### src/hw/rtl/alr_pkg.sv
// Shared constants and types for the additive lagged random generator.
`default_nettype none

package alr_pkg;

  // Store geometry and word widths.
  localparam int STORE_WORDS = 33;
  localparam int WORD_W      = 32;
  localparam int OUT_W       = 31;

  // The lag position starts here while the write position starts at the top word.
  localparam int LAG_START  = 12;
  // Both positions step together, so the lag word sits at a fixed distance in the ring.
  localparam int LAG_OFFSET = (STORE_WORDS - 1) - LAG_START;

  // Warm-up after a reseed.
  localparam int WARMUP_DRAWS = 10 * STORE_WORDS;
  localparam int FILL_CNT_W   = $clog2(STORE_WORDS);
  localparam int WARM_CNT_W   = $clog2(WARMUP_DRAWS);

  // Congruential fill constants.
  localparam logic [WORD_W-1:0] LCG_MUL = 32'd1103515245;
  localparam logic [WORD_W-1:0] LCG_ADD = 32'd12345;

  // Store contents after reset, by store address.
  localparam logic [WORD_W-1:0] INIT_WORDS [STORE_WORDS] = '{
    32'hd53f1852, 32'hdfc78b83, 32'h4f256096, 32'h0e643df7,
    32'h82c359bf, 32'hc7794dfa, 32'hd5e9ffaa, 32'h2c8cb64a,
    32'h2f07b334, 32'had5a7eb5, 32'h96dc0cde, 32'h6fc24589,
    32'ha5853646, 32'he71576e2, 32'h0dae30df, 32'hb09ce711,
    32'h5e56ef87, 32'h4b4b0082, 32'h6f4f340e, 32'hc5bb17e8,
    32'hd788d765, 32'h67498087, 32'h9d7aba26, 32'h261351d4,
    32'h411ee7ea, 32'h0393a263, 32'h2c5a5835, 32'hc115fcd8,
    32'h25e9132c, 32'hd0c6e906, 32'hc2bc5b2d, 32'h6c065c98,
    32'h6e37bd55
  };

  // Item operation codes.
  localparam logic OP_DRAW   = 1'b0;
  localparam logic OP_RESEED = 1'b1;

  // What every cell of the ring does in a cycle.
  typedef enum logic [1:0] {
    SHIFT_HOLD,
    SHIFT_DRAW,
    SHIFT_FILL
  } shift_mode_t;

endpackage

`default_nettype wire

### src/hw/rtl/alr_cell.sv
// One word cell of the generator ring.
`default_nettype none

module alr_cell
  import alr_pkg::*;
(
  input  wire logic              clk,
  input  wire logic              rst,
  input  wire logic [WORD_W-1:0] init_word,
  input  wire shift_mode_t       mode,
  input  wire logic [WORD_W-1:0] upper_word,
  input  wire logic [WORD_W-1:0] lower_word,
  output logic      [WORD_W-1:0] word
);

  // A draw takes the word from the cell above; a fill takes it from the cell below.
  always_ff @(posedge clk) begin
    if (rst) begin
      word <= init_word;
    end else begin
      unique case (mode)
        SHIFT_HOLD: word <= word;
        SHIFT_DRAW: word <= upper_word;
        SHIFT_FILL: word <= lower_word;
        default:    word <= word;
      endcase
    end
  end

endmodule

`default_nettype wire

### src/hw/rtl/additive_lagged_random_generator_core.sv
// Top level of the additive lagged random generator: control, adder and cell ring.
//
//   channel  | direction | handshake                  | words
//   ---------+-----------+----------------------------+-------------------------
//   item     | in        | item_valid / item_ready    | op, seed_value
//   result   | out       | result_valid / result_ready| random_value (draws only)
//
// On a draw the adder reads the head cell and the lag cell and the ring rotates by one
// cell, so draws are taken back to back while the result register drains.
// A reseed pushes the seed in its accepting cycle, then fills the other 32 words through the
// congruential multiplier and runs 330 warm-up draws; item_ready stays low until they end.
// Reset loads the fixed initial store into the cells; no clearing pass follows.
// A result held by a low result_ready stalls the item channel for any word, draw or reseed.
`default_nettype none

module additive_lagged_random_generator_core
  import alr_pkg::*;
(
  input  wire logic             clk,
  input  wire logic             rst,
  input  wire logic             item_valid,
  output logic                  item_ready,
  input  wire logic             op,
  input  wire logic [WORD_W-1:0] seed_value,
  output logic                  result_valid,
  input  wire logic             result_ready,
  output logic      [OUT_W-1:0] random_value
);

  typedef enum logic [1:0] {
    ST_IDLE,
    ST_FILL,
    ST_WARM
  } state_t;

  state_t                  state;
  logic [FILL_CNT_W-1:0]   fill_cnt;
  logic [WARM_CNT_W-1:0]   warm_cnt;
  logic [WORD_W-1:0]       lcg_word;

  logic [WORD_W-1:0] ring [STORE_WORDS];
  logic [WORD_W-1:0] sum;
  logic [WORD_W-1:0] lcg_next;
  logic [WORD_W-1:0] fill_word;
  logic              item_take;
  logic              draw_take;
  logic              reseed_take;
  shift_mode_t       mode;

  // Handshake decode.
  assign item_ready  = (state == ST_IDLE) && (!result_valid || result_ready);
  assign item_take   = item_valid && item_ready;
  assign draw_take   = item_take && (op == OP_DRAW);
  assign reseed_take = item_take && (op == OP_RESEED);

  // The head cell holds the write word; the lag word sits a fixed distance down the ring.
  assign sum = ring[0] + ring[LAG_OFFSET];

  // Next congruential word, chained from the last word pushed into the ring.
  assign lcg_next  = lcg_word * LCG_MUL + LCG_ADD;
  assign fill_word = (state == ST_FILL) ? lcg_next : seed_value;

  // Ring mode for this cycle.
  always_comb begin
    if (draw_take || (state == ST_WARM)) begin
      mode = SHIFT_DRAW;
    end else if (reseed_take || (state == ST_FILL)) begin
      mode = SHIFT_FILL;
    end else begin
      mode = SHIFT_HOLD;
    end
  end

  // Row of cells: draws rotate towards the head, fills push in at the head.
  for (genvar k = 0; k < STORE_WORDS; k++) begin : g_cell
    logic [WORD_W-1:0] upper;
    logic [WORD_W-1:0] lower;

    if (k == STORE_WORDS - 1) begin : g_top
      assign upper = sum;
    end else begin : g_mid_up
      assign upper = ring[k+1];
    end

    if (k == 0) begin : g_head
      assign lower = fill_word;
    end else begin : g_mid_down
      assign lower = ring[k-1];
    end

    alr_cell u_cell (
      .clk        (clk),
      .rst        (rst),
      .init_word  (INIT_WORDS[STORE_WORDS-1-k]),
      .mode       (mode),
      .upper_word (upper),
      .lower_word (lower),
      .word       (ring[k])
    );
  end

  // Sequencer, fill chain and result register.
  always_ff @(posedge clk) begin
    if (rst) begin
      state        <= ST_IDLE;
      fill_cnt     <= '0;
      warm_cnt     <= '0;
      result_valid <= 1'b0;
    end else begin
      if (draw_take) begin
        result_valid <= 1'b1;
      end else if (result_valid && result_ready) begin
        result_valid <= 1'b0;
      end
      unique case (state)
        ST_IDLE: begin
          if (draw_take) begin
            random_value <= sum[WORD_W-1:1];
          end else if (reseed_take) begin
            lcg_word <= seed_value;
            fill_cnt <= FILL_CNT_W'(1);
            state    <= ST_FILL;
          end
        end
        ST_FILL: begin
          lcg_word <= lcg_next;
          if (fill_cnt == FILL_CNT_W'(STORE_WORDS - 1)) begin
            warm_cnt <= '0;
            state    <= ST_WARM;
          end else begin
            fill_cnt <= fill_cnt + FILL_CNT_W'(1);
          end
        end
        ST_WARM: begin
          if (warm_cnt == WARM_CNT_W'(WARMUP_DRAWS - 1)) begin
            state <= ST_IDLE;
          end else begin
            warm_cnt <= warm_cnt + WARM_CNT_W'(1);
          end
        end
        default: state <= ST_IDLE;
      endcase
    end
  end

endmodule

`default_nettype wire

### config.mk
export PLATFORM = sky130hd
export DESIGN_NAME = additive_lagged_random_generator_core
export DESIGN_NICKNAME = d
export VERILOG_FILES = /design/src/hw/rtl/alr_pkg.sv /design/src/hw/rtl/alr_cell.sv /design/src/hw/rtl/additive_lagged_random_generator_core.sv
export SDC_FILE = /design/constraint.sdc
export NUM_CORES = 2
export LEC_CHECK = 0
export BUFFER_PORTS_ARGS = -buffer_cell sky130_fd_sc_hd__buf_2
export CORE_ASPECT_RATIO = 1.1
export CORE_MARGIN = 2
export CORE_UTILIZATION = 26
export CTS_CLUSTER_DIAMETER = 150
export DETAILED_ROUTE_END_ITERATION = 16
export GPL_ROUTABILITY_DRIVEN = 0
export SYNTH_ARGS = -nofsm -noshare
export SYNTH_HDL_FRONTEND = slang
export SYNTH_SLANG_ARGS = --single-unit
### constraint.sdc
create_clock -name clk -period 7.5 [get_ports clk]
set_clock_uncertainty 0.1 [all_clocks]
set_input_delay 0.375 -clock clk [delete_from_list [all_inputs] [get_ports clk]]
set_output_delay 0.375 -clock clk [all_outputs]
set_load 0.01 [all_outputs]
==> metrics.txt <==
# TYPE chip_impl_metric gauge
chip_impl_metric{name="clock_latency",unit="ns"} 0.74
chip_impl_metric{name="n_fill_cell",unit=""} 22500
chip_impl_metric{name="avgRoutedWirePerCell",unit="um"} 15.7
chip_impl_metric{name="via_count_of_the_first_global_routing_pass",unit=""} 44200
chip_impl_info{name="yosys-top-cells-area",value="sky130_fd_sc_hd__dfxtp_1 (38%), sky130_fd_sc_hd__nand2_1 (14%), sky130_fd_sc_hd__a221oi_1 (8.1%)"} 1
chip_impl_info{name="synthFlopType",value="sky130_fd_sc_hd__dfxtp_1"} 1
chip_impl_metric{name="htree_levels",unit=""} 3
chip_impl_metric{name="cts_setup_buffers",unit=""} 0
chip_impl_metric{name="ys_types",unit=""} 68
chip_impl_metric{name="report.final.slew_viol_count",unit=""} 0
chip_impl_metric{name="max_cap_viol_count",unit=""} 0
chip_impl_info{name="worst_r2r_endpoint",value="lcg_word[27]$_DFFE_PP_"} 1
chip_impl_metric{name="totalWireLength",unit="um"} 148000
chip_impl_metric{name="totalNegativeSetupSlack",unit="ns"} 0
chip_impl_metric{name="fmaxAchievable",unit="GHz"} 0.141
chip_impl_metric{name="postSynthRegisterBits",unit=""} 1137
chip_impl_info{name="critPathSlowestCell",value="sky130_fd_sc_hd__edfxtp_1"} 1
chip_impl_metric{name="start_util",unit="%"} 26.1
chip_impl_info{name="path_cells",value="ha_1, fa_1, inv_1, fa_1, fa_1, inv_1, ha_1, inv_1, fa_1, inv_1, fa_1, fa_1, ha_1, a21o_1, o21ai_0, nand3_1, o21ai_0, buf_4, nand2_1, nor2_1, xor2_1, o21ai_0"} 1
chip_impl_metric{name="timing.critical_path.slowest_cell_delay",unit="ns"} 0.57
chip_impl_metric{name="detailedRoute.firstIterationViolations",unit=""} 4033
chip_impl_metric{name="syn-instance-count",unit=""} 6731
chip_impl_metric{name="buffer_ports.inserted",unit=""} 69
chip_impl_info{name="status",value="finished, final reports clean"} 1
chip_impl_metric{name="netlist_area",unit="um2"} 56200
chip_impl_info{name="worstReg2RegStart",value="lcg_word[7]$_DFFE_PP_"} 1
chip_impl_info{name="timing.hold.worst.class",value="in -> reg"} 1
chip_impl_metric{name="synth_seq_area_share",unit="%"} 41.6
chip_impl_info{name="cpLargestDelayFamily",value="adder cells"} 1
chip_impl_metric{name="yosysWarnings",unit=""} 0
chip_impl_metric{name="multi_input_comb_area",unit="um2"} 29400
chip_impl_info{name="worst_hold_startpoint",value="seed_value[6]"} 1
chip_impl_metric{name="yosysTopAreaCellShare",unit="%"} 38.2
chip_impl_metric{name="synth-edff-count",unit=""} 63
chip_impl_metric{name="vias_per_cell",unit=""} 4.98
chip_impl_metric{name="timing.reg2reg.setup_slack",unit="ns"} 0.39
chip_impl_metric{name="die_area",unit="um2"} 220000
chip_impl_metric{name="worstPathArrival",unit="ns"} 7.46
chip_impl_metric{name="critical_path_cell_count",unit=""} 22
chip_impl_metric{name="fp.coreArea",unit="um2"} 216000
chip_impl_metric{name="cts.clk_slew.worst_paths",unit="ns"} 0.06
chip_impl_metric{name="grt_pass1_wl",unit="um"} 239000
chip_impl_metric{name="fp.dieH",unit="um"} 492
chip_impl_metric{name="drc",unit=""} 0
chip_impl_metric{name="actual_slew_at_the_worst_max_slew_pin",unit="ns"} 1.21
chip_impl_metric{name="total_nets_final",unit=""} 6906
chip_impl_info{name="cts_tree",value="built"} 1
chip_impl_metric{name="critPathBufInv",unit=""} 5
chip_impl_info{name="grt_setup_unrepaired",value="no"} 1
chip_impl_metric{name="final.period_utilization",unit="%"} 94.8
chip_impl_metric{name="slew-limit-headroom",unit="%"} 19.5
chip_impl_metric{name="detailed_place_hpwl",unit="um"} 93700
chip_impl_info{name="worstSetupEndpointType",value="flop"} 1
chip_impl_info{name="hold_critical_path_endpoint",value="lcg_word[6]$_DFFE_PP_"} 1
chip_impl_metric{name="syn-num-nets",unit=""} 7198
chip_impl_info{name="crit_top_cell",value="sky130_fd_sc_hd__fa_1"} 1
chip_impl_metric{name="dr.pass1.iters",unit=""} 6
chip_impl_info{name="worstSetupPathType",value="reg -> reg"} 1
chip_impl_metric{name="number_of_cts_inserted_buffers",unit=""} 117
chip_impl_info{name="synth_area_leader_cell",value="sky130_fd_sc_hd__dfxtp_1"} 1
chip_impl_metric{name="critPathMaxFanout",unit=""} 9
chip_impl_metric{name="max-clock-path-buffers",unit=""} 3
chip_impl_metric{name="flow.area_growth_from_synthesis",unit="%"} 11.8
chip_impl_metric{name="setup-violations-final",unit=""} 0
chip_impl_metric{name="grt.overflow.total",unit=""} 0
chip_impl_metric{name="grt_max_degree",unit=""} 241
chip_impl_info{name="ctsRootBufferMaster",value="sky130_fd_sc_hd__clkbuf_16"} 1
chip_impl_metric{name="sequential_cell_area",unit="um2"} 23400
chip_impl_metric{name="detailroute.via_count",unit=""} 47000
chip_impl_metric{name="floorplan.rows",unit=""} 179
chip_impl_metric{name="finalHoldViolations",unit=""} 0
chip_impl_metric{name="io_pins",unit=""} 70
chip_impl_metric{name="reg2reg_depth",unit=""} 22
chip_impl_metric{name="min_path_cells",unit=""} 3
chip_impl_metric{name="period_needed",unit="ns"} 7.11
chip_impl_metric{name="die_w",unit="um"} 447
chip_impl_metric{name="syn_area_per_cell",unit="um2"} 8.35
chip_impl_metric{name="cp.required",unit="ns"} 7.85
chip_impl_info{name="critical_path.startpoint_type",value="flop"} 1
chip_impl_metric{name="number_of_antenna_violations_at_the_first_check_in_global_routing",unit=""} 3
chip_impl_metric{name="layout-drive-gt1-share",unit="%"} 4.79
chip_impl_metric{name="tritoncts_num_sinks",unit=""} 1137
chip_impl_metric{name="grt_util_all_layers",unit="%"} 12.9
chip_impl_metric{name="ant_nets",unit=""} 0
chip_impl_metric{name="synthArstFlopShare",unit="%"} 0
layout by cell type, fill, tap and decap left out, types with 18 or more instances in the layout:
| cell | count |
|---|---|
| sky130_fd_sc_hd__nand2_1 | 2168 |
| sky130_fd_sc_hd__dfxtp_1 | 1074 |
| sky130_fd_sc_hd__nor2_1 | 548 |
| sky130_fd_sc_hd__a221oi_1 | 519 |
| sky130_fd_sc_hd__a311oi_1 | 506 |
| sky130_fd_sc_hd__inv_1 | 407 |
| sky130_fd_sc_hd__ha_1 | 241 |
| sky130_fd_sc_hd__fa_1 | 189 |
| sky130_fd_sc_hd__clkbuf_16 | 119 |
| sky130_fd_sc_hd__xnor2_1 | 69 |
| sky130_fd_sc_hd__buf_2 | 68 |
| sky130_fd_sc_hd__edfxtp_1 | 63 |
| sky130_fd_sc_hd__a21oi_1 | 57 |
| sky130_fd_sc_hd__o21ai_0 | 52 |
| sky130_fd_sc_hd__clkbuf_1 | 39 |
| sky130_fd_sc_hd__xor2_1 | 33 |
| sky130_fd_sc_hd__nand3_1 | 31 |
| sky130_fd_sc_hd__clkbuf_8 | 31 |
| sky130_fd_sc_hd__a21o_1 | 25 |
| sky130_fd_sc_hd__buf_4 | 25 |
| sky130_fd_sc_hd__buf_12 | 20 |
| sky130_fd_sc_hd__nand2b_1 | 19 |
| sky130_fd_sc_hd__a31oi_1 | 18 |
what timing repair did:
item / CTS / global route
endpoints found under the setup margin: 0 / 5
resized for setup: 0 / 2
endpoints found under the hold margin: 25 / 0
hold buffers: 14 / 0
worst reg2reg max path, cell delays in order (launching register included):
cell,delay (ns)
sky130_fd_sc_hd__edfxtp_1,0.57
sky130_fd_sc_hd__ha_1,0.51
sky130_fd_sc_hd__fa_1,0.56
sky130_fd_sc_hd__inv_1,0.06
sky130_fd_sc_hd__fa_1,0.49
sky130_fd_sc_hd__fa_1,0.50
sky130_fd_sc_hd__inv_1,0.05
sky130_fd_sc_hd__ha_1,0.26
sky130_fd_sc_hd__inv_1,0.05
sky130_fd_sc_hd__fa_1,0.53
sky130_fd_sc_hd__inv_1,0.05
sky130_fd_sc_hd__fa_1,0.51
sky130_fd_sc_hd__fa_1,0.42
sky130_fd_sc_hd__ha_1,0.36
sky130_fd_sc_hd__a21o_1,0.21
sky130_fd_sc_hd__o21ai_0,0.46
sky130_fd_sc_hd__nand3_1,0.21
sky130_fd_sc_hd__o21ai_0,0.32
sky130_fd_sc_hd__buf_4,0.18
sky130_fd_sc_hd__nand2_1,0.04
sky130_fd_sc_hd__nor2_1,0.11
sky130_fd_sc_hd__xor2_1,0.19
sky130_fd_sc_hd__o21ai_0,0.09
through the flow:
stage	util (%)	area [um2]	hold WS, ns	cells	worst slack, ns
after detailed placement	27.3	58800	0.350	9202	0.223
after CTS	29.2	62900	0.0374	9431	0.198
final	29.2	62900	0.0944	9432	0.389
after global routing	29.2	62900	0.0723	9432	0.0798
after floorplan	-	56200	0.335	6731	1.07
after global placement	27.3	58800	0.343	9202	0.317
synth_stat cells (4+ instances only):
library cell,n
sky130_fd_sc_hd__xor2_1,34
sky130_fd_sc_hd__a221oi_1,519
sky130_fd_sc_hd__a31oi_1,18
sky130_fd_sc_hd__nand4_1,12
sky130_fd_sc_hd__clkbuf_1,512
sky130_fd_sc_hd__dfxtp_1,1074
sky130_fd_sc_hd__xnor2_1,69
sky130_fd_sc_hd__nand2_1,2168
sky130_fd_sc_hd__and3_1,8
sky130_fd_sc_hd__nor3_1,10
sky130_fd_sc_hd__o22ai_1,5
sky130_fd_sc_hd__nor2b_1,8
sky130_fd_sc_hd__a311oi_1,506
sky130_fd_sc_hd__edfxtp_1,63
sky130_fd_sc_hd__fa_1,189
sky130_fd_sc_hd__nor2_1,553
sky130_fd_sc_hd__a211oi_1,6
sky130_fd_sc_hd__nand3_1,31
sky130_fd_sc_hd__o21bai_1,12
sky130_fd_sc_hd__a221o_1,4
sky130_fd_sc_hd__buf_1,25
sky130_fd_sc_hd__o21a_1,10
sky130_fd_sc_hd__inv_1,407
sky130_fd_sc_hd__o31a_1,7
sky130_fd_sc_hd__a22oi_1,10
sky130_fd_sc_hd__o21ai_0,52
sky130_fd_sc_hd__o211ai_1,17
sky130_fd_sc_hd__nand2b_1,20
sky130_fd_sc_hd__a21oi_1,58
sky130_fd_sc_hd__ha_1,241
sky130_fd_sc_hd__a21o_1,25
metal layers:
| metal | up-vias | wire length (um) | GRT usage (%) |
|---|---|---|---|
| met5 | - | 13 | 0 |
| met4 | 2 | 4720 | 4.49 |
| met3 | 237 | 6150 | 1.55 |
| met2 | 961 | 69400 | 21.1 |
| met1 | 23000 | 67400 | 17.5 |
| li1 | 22800 | - | - |
how the worst max path moves through the flow:
| stage | slack (ns) | endpoint | from |
|---|---|---|---|
| floorplan | 1.07 | lcg_word[31]$_DFFE_PP_ | lcg_word[5]$_DFFE_PP_ |
| global placement | 0.32 | lcg_word[27]$_DFFE_PP_ | lcg_word[5]$_DFFE_PP_ |
| detailed placement | 0.22 | lcg_word[27]$_DFFE_PP_ | lcg_word[5]$_DFFE_PP_ |
| CTS | 0.20 | lcg_word[27]$_DFFE_PP_ | lcg_word[5]$_DFFE_PP_ |
| global route | 0.08 | lcg_word[27]$_DFFE_PP_ | lcg_word[7]$_DFFE_PP_ |
| finish | 0.39 | lcg_word[27]$_DFFE_PP_ | lcg_word[7]$_DFFE_PP_ |
cell families after synthesis:
kind of cell	synth area share, %
buffers and inverters	6.32
adder cells (fa/ha/maj)	12.1
XOR/XNOR	1.60
multiplexers	0.0378
AND/OR/NAND/NOR	19.4
flip-flops	41.6
AO/OA/AOI/OAI	18.9
flip-flops by register name (all words and copies together) (netlist names):
register	cells
fill_cnt	6
random_value	31
lcg_word	32
result_valid	1
warm_cnt	9
g_cell.u_cell.word	1056
state	2
final cells by class:
cell class	count	area share [%]
clock inverters	26	0.561
inverters	407	2.43
clock buffers	189	5.65
flip-flops and latches	1137	37.2
diodes	1	0.00398
repair buffers	128	1.72
well taps	2896	5.76
multi-input cells	4648	46.7
Power is left out: the tool's default activity adds up to more than one toggle a clock period on the data nets, which glitch-free logic cannot reach.
